[config.mk]
export PLATFORM = sky130hd
export DESIGN_NAME = vertical_rect_coalescer_top
export DESIGN_NICKNAME = d
export VERILOG_FILES = /design/src/hdl/vrc_pkg.sv /design/src/hdl/vertical_rect_coalescer_top.sv
export SDC_FILE = /design/constraint.sdc
export NUM_CORES = 2
export LEC_CHECK = 0
export ABC_CLOCK_PERIOD_IN_PS = 7700
export BUFFER_PORTS_ARGS = -buffer_cell sky130_fd_sc_hd__buf_2
export CAP_MARGIN = 5
export CORE_AREA = 2 2 472 474
export CTS_CLUSTER_SIZE = 40
export DETAILED_ROUTE_END_ITERATION = 7
export DIE_AREA = 0 0 474 476
export PLACE_DENSITY_LB_ADDON = 0.15
export SLEW_MARGIN = 10
export SYNTH_ARGS = -nofsm -noshare
export SYNTH_HDL_FRONTEND = slang
export SYNTH_SLANG_ARGS = --single-unit
[constraint.sdc]
create_clock -name clk -period 7.7 [get_ports clk]
set_input_delay 0.77 -clock clk [delete_from_list [all_inputs] [get_ports clk]]
set_output_delay 0.77 -clock clk [all_outputs]
set_load 0.01 [all_outputs]
[src/hdl/vrc_pkg.sv]
// vrc_pkg: shared types and sizes for the vertical rectangle coalescer
`default_nettype none
package vrc_pkg;

  // table size
  localparam int TABLE_DEPTH = 32;
  localparam int IDX_W       = (TABLE_DEPTH > 1) ? $clog2(TABLE_DEPTH) : 1;
  localparam int CNT_W       = $clog2(TABLE_DEPTH + 1);

  // input word: one rectangle
  typedef struct packed {
    logic [15:0] rect_left;
    logic [15:0] rect_top;
    logic [15:0] rect_right;
    logic [15:0] rect_bottom;
    logic        last_rect;
  } in_item_t;

  // result word: one coalesced rectangle
  typedef struct packed {
    logic [15:0] out_left;
    logic [15:0] out_top;
    logic [15:0] out_right;
    logic [15:0] out_bottom;
    logic        out_last;
    logic        table_overflowed;
  } out_item_t;

  // one table entry
  typedef struct packed {
    logic [15:0] left;
    logic [15:0] top;
    logic [15:0] right;
    logic [15:0] bottom;
  } rect_t;

  // sequencer states
  typedef enum logic [1:0] {
    ST_IDLE,
    ST_SCAN,
    ST_FINISH,
    ST_EMIT
  } state_t;

endpackage
`default_nettype wire

[src/hdl/vertical_rect_coalescer_top.sv]
// vertical_rect_coalescer_top: rectangle table with vertical merge and list dump
//
//   channel | ports                      | handshake
//   --------+----------------------------+------------------------------------
//   input   | start, busy, in_item       | word taken when start & !busy
//   result  | out_strobe, out_item       | word valid for one cycle on strobe
//
// An input word holds busy through the scan: one entry read per cycle on the single
// read port, then the last compare, a drain step and the append. A last_rect word
// then dumps one word per cycle and holds busy until the dump is done.
// Reset (rst_n low, synchronous) empties the table and clears the overflow flag.
// The receiver cannot stall; results go out back to back during the dump.
`default_nettype none
module vertical_rect_coalescer_top (
  input  wire logic               clk,
  input  wire logic               rst_n,
  input  wire logic               start,
  output logic                    busy,
  input  wire vrc_pkg::in_item_t  in_item,
  output logic                    out_strobe,
  output vrc_pkg::out_item_t      out_item
);
  import vrc_pkg::*;

  // table memory
  rect_t mem [TABLE_DEPTH];
  rect_t rd_data_r;
  logic             rd_en;
  logic [IDX_W-1:0] rd_addr;
  logic             wr_en;
  logic [IDX_W-1:0] wr_addr;
  rect_t            wr_data;

  // control and held input
  state_t           state_r, state_nxt;
  rect_t            rect_r, rect_nxt;
  logic             last_r, last_nxt;
  logic             joined_r, joined_nxt;
  logic             ovf_r, ovf_nxt;
  logic [CNT_W-1:0] count_r, count_nxt;
  logic [CNT_W-1:0] issue_r, issue_nxt;
  logic             cmp_vld_r, cmp_vld_nxt;
  logic [IDX_W-1:0] cmp_idx_r, cmp_idx_nxt;

  logic accept;
  logic issue_done;
  logic match;
  logic [16:0] w_e, w_r;
  logic touch, edge_eq;
  rect_t merged;

  assign accept     = start && (state_r == ST_IDLE);
  assign issue_done = (issue_r == count_r);

  // match test of the entry just read against the held rectangle
  always_comb begin
    w_e     = {1'b0, rd_data_r.right} - {1'b0, rd_data_r.left};
    w_r     = {1'b0, rect_r.right} - {1'b0, rect_r.left};
    touch   = (({1'b0, rd_data_r.bottom} + 17'd1) == {1'b0, rect_r.top}) ||
              ({1'b0, rd_data_r.top} == ({1'b0, rect_r.bottom} + 17'd1));
    edge_eq = (rd_data_r.left == rect_r.left) || (rd_data_r.right == rect_r.right);
    match   = touch && edge_eq && (w_e == w_r);
    merged.left   = (rd_data_r.left   < rect_r.left)   ? rd_data_r.left   : rect_r.left;
    merged.top    = (rd_data_r.top    < rect_r.top)    ? rd_data_r.top    : rect_r.top;
    merged.right  = (rd_data_r.right  > rect_r.right)  ? rd_data_r.right  : rect_r.right;
    merged.bottom = (rd_data_r.bottom > rect_r.bottom) ? rd_data_r.bottom : rect_r.bottom;
  end

  // next state
  always_comb begin
    state_nxt = state_r;
    unique case (state_r)
      ST_IDLE:   if (accept) state_nxt = ST_SCAN;
      ST_SCAN:   if (issue_done && !cmp_vld_r) state_nxt = ST_FINISH;
      ST_FINISH: state_nxt = last_r ? ST_EMIT : ST_IDLE;
      ST_EMIT:   if (issue_done && !cmp_vld_r) state_nxt = ST_IDLE;
      default:   state_nxt = ST_IDLE;
    endcase
  end

  // datapath control and register updates
  always_comb begin
    rd_en       = 1'b0;
    rd_addr     = issue_r[IDX_W-1:0];
    wr_en       = 1'b0;
    wr_addr     = cmp_idx_r;
    wr_data     = merged;
    rect_nxt    = rect_r;
    last_nxt    = last_r;
    joined_nxt  = joined_r;
    ovf_nxt     = ovf_r;
    count_nxt   = count_r;
    issue_nxt   = issue_r;
    cmp_vld_nxt = 1'b0;
    cmp_idx_nxt = cmp_idx_r;
    unique case (state_r)
      ST_IDLE: begin
        if (accept) begin
          rect_nxt   = '{left: in_item.rect_left, top: in_item.rect_top,
                         right: in_item.rect_right, bottom: in_item.rect_bottom};
          last_nxt   = in_item.last_rect;
          joined_nxt = 1'b0;
          issue_nxt  = '0;
        end
      end
      ST_SCAN: begin
        // walk the table, merge in place in the cycle after each read
        if (!issue_done) begin
          rd_en       = 1'b1;
          cmp_vld_nxt = 1'b1;
          cmp_idx_nxt = issue_r[IDX_W-1:0];
          issue_nxt   = issue_r + CNT_W'(1);
        end
        if (cmp_vld_r && match) begin
          wr_en      = 1'b1;
          joined_nxt = 1'b1;
        end
      end
      ST_FINISH: begin
        // append when nothing merged, or flag the drop if the table is full
        if (!joined_r) begin
          if (count_r < CNT_W'(TABLE_DEPTH)) begin
            wr_en     = 1'b1;
            wr_addr   = count_r[IDX_W-1:0];
            wr_data   = rect_r;
            count_nxt = count_r + CNT_W'(1);
          end else begin
            ovf_nxt = 1'b1;
          end
        end
        issue_nxt = '0;
      end
      ST_EMIT: begin
        // dump entries in order, then empty the table and clear the overflow flag
        if (!issue_done) begin
          rd_en       = 1'b1;
          cmp_vld_nxt = 1'b1;
          cmp_idx_nxt = issue_r[IDX_W-1:0];
          issue_nxt   = issue_r + CNT_W'(1);
        end else if (!cmp_vld_r) begin
          count_nxt = '0;
          ovf_nxt   = 1'b0;
        end
      end
      default: ;
    endcase
  end

  // table memory ports
  always_ff @(posedge clk) begin
    if (wr_en) mem[wr_addr] <= wr_data;
    if (rd_en) rd_data_r <= mem[rd_addr];
  end

  // payload registers
  always_ff @(posedge clk) begin
    rect_r    <= rect_nxt;
    last_r    <= last_nxt;
    cmp_idx_r <= cmp_idx_nxt;
  end

  // control registers
  always_ff @(posedge clk) begin
    if (!rst_n) begin
      state_r   <= ST_IDLE;
      joined_r  <= 1'b0;
      ovf_r     <= 1'b0;
      count_r   <= '0;
      issue_r   <= '0;
      cmp_vld_r <= 1'b0;
    end else begin
      state_r   <= state_nxt;
      joined_r  <= joined_nxt;
      ovf_r     <= ovf_nxt;
      count_r   <= count_nxt;
      issue_r   <= issue_nxt;
      cmp_vld_r <= cmp_vld_nxt;
    end
  end

  // handshake and result outputs
  always_comb begin
    busy                      = (state_r != ST_IDLE);
    out_strobe                = (state_r == ST_EMIT) && cmp_vld_r;
    out_item.out_left         = rd_data_r.left;
    out_item.out_top          = rd_data_r.top;
    out_item.out_right        = rd_data_r.right;
    out_item.out_bottom       = rd_data_r.bottom;
    out_item.out_last         = ((CNT_W'(cmp_idx_r) + CNT_W'(1)) == count_r);
    out_item.table_overflowed = ovf_r;
  end

  // checks
  a_strobe_busy: assert property (@(posedge clk) disable iff (!rst_n)
    out_strobe |-> busy) else $error("result word while idle");
  a_rw_apart: assert property (@(posedge clk) disable iff (!rst_n)
    (wr_en && rd_en) |-> (wr_addr != rd_addr)) else $error("read and write same entry");
  a_count_max: assert property (@(posedge clk) disable iff (!rst_n)
    count_r <= CNT_W'(TABLE_DEPTH)) else $error("entry count beyond table");
  a_last_ends: assert property (@(posedge clk) disable iff (!rst_n)
    (out_strobe && out_item.out_last) |=> !out_strobe) else $error("word after last");

endmodule
`default_nettype wire
# Word level (Yosys, flattened, before mapping)
# Memories as Yosys holds them, arrays and structs flattened. A register that Yosys moved wholly into a read port is not among the register bits.
# Cells that the tools add are included.
# Widths: inputs -> output; s select.
[word_totals] memories=1 elab_cells=106 inputBits=68 reg_bits=87 mem_bits_rw=2048 out_inout_bits=68
[classes] eq_ne=20 add_sub_neg=7 n_bitwise=1 order_cmp=5 muxes=39 n_reduce_logical=21
[memory_table] name="mem" words=32 width=64 read_ports=1 rd_ports_with_merged_regs=1 wr=1 line_no="vertical_rect_coalescer_top.sv:26" text="rect_t mem [TABLE_DEPTH];"
[op_table] op="$mux 64" n=3
[op_table] op="$mux 16" n=4
[op_table] op="$mux 6" n=6
[op_table] op="$add 16x1->17 const B" n=2
[op_table] op="$sub 16x16->17" n=2
[op_table] op="$eq 16x16->1" n=2
[op_table] op="$gt 16x16->1" n=2
[op_table] op="$lt 16x16->1" n=2
[op_table] op="$ne 2x2->1 const B" n=10
[op_table] op="$pmux 6 s3" n=1
[op_table] op="$eq 16x17->1" n=1
[op_table] op="$eq 17x16->1" n=1
[op_table] op="$eq 17x17->1" n=1
[op_table] op="$mux 5" n=3
[op_table] op="$mux 1" n=13
[op_table] op="$add 6x1->6 const B" n=2
[op_table] op="$eq 6x6->1" n=2
[op_table] op="$pmux 6 s2" n=1
[op_table] op="$reduce_and 5->1" n=2
[op_table] op="$mux 2" n=4
[op_table] op="$pmux 2 s4" n=1
[op_table] op="$add 5x1->6 const B" n=1
[op_table] op="$logic_and 1x1->1" n=6
[op_table] op="$lt 6x6->1 const B" n=1
[op_table] op="other kinds (11)" n=20

# Longest topological paths before layout
[logic_depth] word_depth=10 mapped_depth=12 mapped_depth_nobuf=12

# Worst setup path after synthesis
# No wires, ideal clock.
[synth_timing] path_kind="reg2reg" start="register out_item[50] (netlist name)" end="memory mem[4][0] (netlist name), enable pin" setup_ns=0.507 synth_period_minus_slack_ns=6.859 t_required_ns=7.193 arrival_time_ns=6.352 path_stages_with_launch=10 slack_ns=0.841 path_cell_list="edfxtp_1 ha_1 fa_1 xnor2_1 xnor2_1 or4_1 or4_1 a2111oi_4 nand4_4 a21oi_1"
[synth_between] elab_chain_len=9
[synth_rtl] element="branches (longest 3 deep; another with $sub 16x16->17)"
[synth_rtl] element="$logic_and 1x1->1 *" line_no="vertical_rect_coalescer_top.sv:62" text="match = touch && edge_eq && (w_e == w_r);"
[synth_rtl] element="$logic_and 1x1->1 *" line_no="vertical_rect_coalescer_top.sv:114" text="if (cmp_vld_r && match) begin"
[synth_rtl] element="$mux 1 *" line_no="vertical_rect_coalescer_top.sv:114"
[synth_rtl] element="$pmux 1 s2 *" line_no="vertical_rect_coalescer_top.sv:96" text="unique case (state_r)"
[synth_rtl] element="$mux 1 *" line_no="vertical_rect_coalescer_top.sv:151" text="if (wr_en) mem[wr_addr] <= wr_data;"
[synth_rtl] element="$mux 1 (implied by the code) *" line_no="vertical_rect_coalescer_top.sv:151"
[synth_rtl] element="to (decl)" line_no="vertical_rect_coalescer_top.sv:26"
# Mark *: on every way between the ends.

# Worst setup path after layout
[layout_timing] start="register out_item[33] (netlist name)" end="memory mem[29][28] (netlist name), enable pin"
[layout_between] elab_chain_len=9
[layout_rtl] element="branches (longest 3 deep; another with $sub 16x16->17)"
[layout_rtl] element="$logic_and 1x1->1 *" line_no="vertical_rect_coalescer_top.sv:62"
[layout_rtl] element="$logic_and 1x1->1 *" line_no="vertical_rect_coalescer_top.sv:114"
[layout_rtl] element="$mux 1 *" line_no="vertical_rect_coalescer_top.sv:114"
[layout_rtl] element="$pmux 1 s2 *" line_no="vertical_rect_coalescer_top.sv:96"
[layout_rtl] element="$mux 1 *" line_no="vertical_rect_coalescer_top.sv:151"
[layout_rtl] element="$mux 1 (implied by the code) *" line_no="vertical_rect_coalescer_top.sv:151"
# Marked as above.

==> impl_metrics.py <==
metrics = {
    "logic_synthesis": {
        "postSynthCellCount": 3931,
        "syn_nets": 4108,
        "synth_cell_types": 81,
        "async_flop_share_pct": 0,
        "yosysSeqAreaShare_pct": 74.88,
        "ys_warn_count": 0,
        "ys.flop_type": "edfxtp_1",
        "yosys_register_bits": 2199,
        "synth_edf_count": 2182,
        "postSynthAreaPerCell_um2": 22.37,
        "syn_area_um2": 87960,
    },
    "timing": {
        "fin_crit_ps": 5923,
        "tightest_slew_ps": 1256,
        "setup_ws_ps": 1777,
        "maxSlewHeadroom_pct": 16.28,
        "drv_slew": 0,
        "fmax_ghz": 0.1688,
        "hold_viol": 0,
        "rsz0062_at_grt": "false",
        "fin_worst_skew_ps": 44.10,
        "post-route-period-util_pct": 76.93,
        "setup-violations-final": 0,
        "tns_ps": 0,
        "hold_ws_ps": 65.46,
    },
    "critical_path": {
        "crit_arrival_ps": 6460,
        "crit_chain": "ha_1, nand4_1, nor4_1, a21oi_1, or4_1, or4_1, a2111oi_4, nand4_4, a21oi_4, buf_4",
        "crit_top_cell": "or4_1",
        "crit_required_ps": 8240,
        "slowest_stage": "a21oi_4",
        "worstSetupStartpointType": "register",
        "critPathKind": "register to register",
        "cpLargestDelayFamily": "simple AND/OR/NAND/NOR gates",
        "end_kind": "register",
        "max_stage_delay_ps": 1030,
        "path_max_fanout": 20,
        "path_buf_inv": 1,
    },
    "global_routing": {
        "grt_pass1_vias": 42536,
        "antenna_found_initial": 21,
        "overflow": 0,
        "grt_pass1_wl_um": 356600,
        "grtUsageTotal_pct": 22.98,
        "grt_start_max_net_pins": 113,
    },
    "cts": {
        "cts-root-buf": "clkbuf_16",
        "cts_hold_buf": 0,
        "clock_sinks": 2199,
        "post_cts_buffers": 0,
        "cts_tree": "yes",
        "numCtsBuffers": 225,
        "clock_latency_ps": 900,
        "clk_pin_slew_ps": 60,
        "cts_htree_levels": 4,
        "cts_buffer_depth": 3,
        "cts_resized": 0,
    },
    "placed_design": {
        "place.gp.congestion": 0.9209,
        "place_inst": 7017,
        "dp_slack_ps": 1829,
        "port_buffers": 135,
        "dp_hpwl_um": 159800,
    },
    "finish": {
        "layout_commonest_cell": "edfxtp_1",
        "nets": 4447,
        "final_cell_mix": "2182 x edfxtp_1, 640 x mux4_2, 227 x clkbuf_16",
        "drive_gt1_share_pct": 31.41,
        "stdcell_count": 7439,
        "area_delta_synth_final_pct": 14.44,
    },
    "floorplanning": {
        "start_util_pct": 39.80,
        "fp.dieArea_um2": 225600,
        "fp.dieH_um": 476,
        "coreArea_um2": 221000,
        "fp.dieW_um": 474,
        "rows": 173,
        "floorplan.io_pins": 136,
    },
    "status": {
        "status": "completed",
    },
    "drt": {
        "ant_nets": 0,
        "wl_per_cell_um": 34.70,
        "drtIter0Drc": 5323,
        "via_per_inst": 5.749,
        "vias": 42769,
        "post-route-drc-count": 0,
        "drt_wl_total_um": 258100,
        "drtPass1Iterations": 6,
    },
    "power": {
        "p_per_area_nw_per_um2": 324.2,
        "peakVddDrop_uv": 196.5,
        "p_leak_nw": 30.97,
    },
    "flow_run": {
        "max-cap-violations": 0,
    },
    "hold_path": {
        "hp-class": "primary input to register",
    },
}
synth_stat cells (30+ instances only):
cell type  number  area share, %
mux2i_1        33           0.38
mux4_2        640             16
xnor2_1        60           0.60
buf_1          30           0.13
a21o_1         31           0.26
a21oi_1        74           0.42
clkbuf_1      136           0.58
ha_1          107            1.5
nor2_1         54           0.23
nand2_1        55           0.23
o21ai_0        31           0.18
edfxtp_1     2182             74
mux2_2         79            1.0
inv_1          97           0.41
report_power, final:
part / switching (mW) / internal, mW
Combinational: 4.38 / 2.34
Sequential: 0.310 / 15.0
Clock: 4.64 / 5.95
Total: 9.33 / 23.3
stage by stage:
step	util [%]	area, um^2	power (mW)
floorplan	-	87960	19.52
global route	45.54	100600	33.76
global placement	42.33	93540	22.31
finish	45.54	100700	32.64
CTS	45.53	100600	32.91
detailed placement	42.33	93540	22.38
cell type report:
type	instances	area (um^2)
sequential	2199	65880
tap	2975	3722
antenna	7	17.52
fill	18371	120300
clock buffer	262	5812
timing repair buffer	281	1979
multi-input combinational	1466	21610
inverter	97	364.1
clock inverter	152	1265
flip-flops by register name, indices dropped and copies added (netlist names):
signal / cells
cmp_idx_r: 5
cmp_vld_r: 1
count_r: 6
issue_r: 6
joined_r: 1
last_r: 1
mem: 2048
out_item: 64
ovf_r: 1
rect_r: 64
state_r: 2
cells by family after synthesis:
family	synth area share, %
DFF	74.88
muxes	18.15
buffers and inverters	1.145
and+or+nand+nor	1.644
AOI/OAI and AO/OA	1.738
adders and majority gates	1.568
xor gates and xnor gates	0.8763
final timing paths:
kind,startpoint,depth (start not counted),end,slack [ps]
max reg2reg,out_item[33],10,mem[29][28],1780
min,in_item[16],1,rect_r[15],70
max,out_item[33],10,mem[29][28],1780
min reg2reg,joined_r,2,joined_r,490
worst register-to-register path, delay by kind of cell (launching register included):
kind	cells	cell delay, ps
simple gates	5	2330
fa+ha+maj	1	360
flops	1	450
buf+inv	1	560
compound gates	3	1870
layer usage:
layer,part of all wire [%],track usage (%),vias up
met5,0.011,0,-
met4,4.1,8.865,6
met3,5.7,3.271,335
met2,48,36.65,1480
met1,42,32.17,23558
li1,-,-,17390
Power figures use the tool's default switching activity.
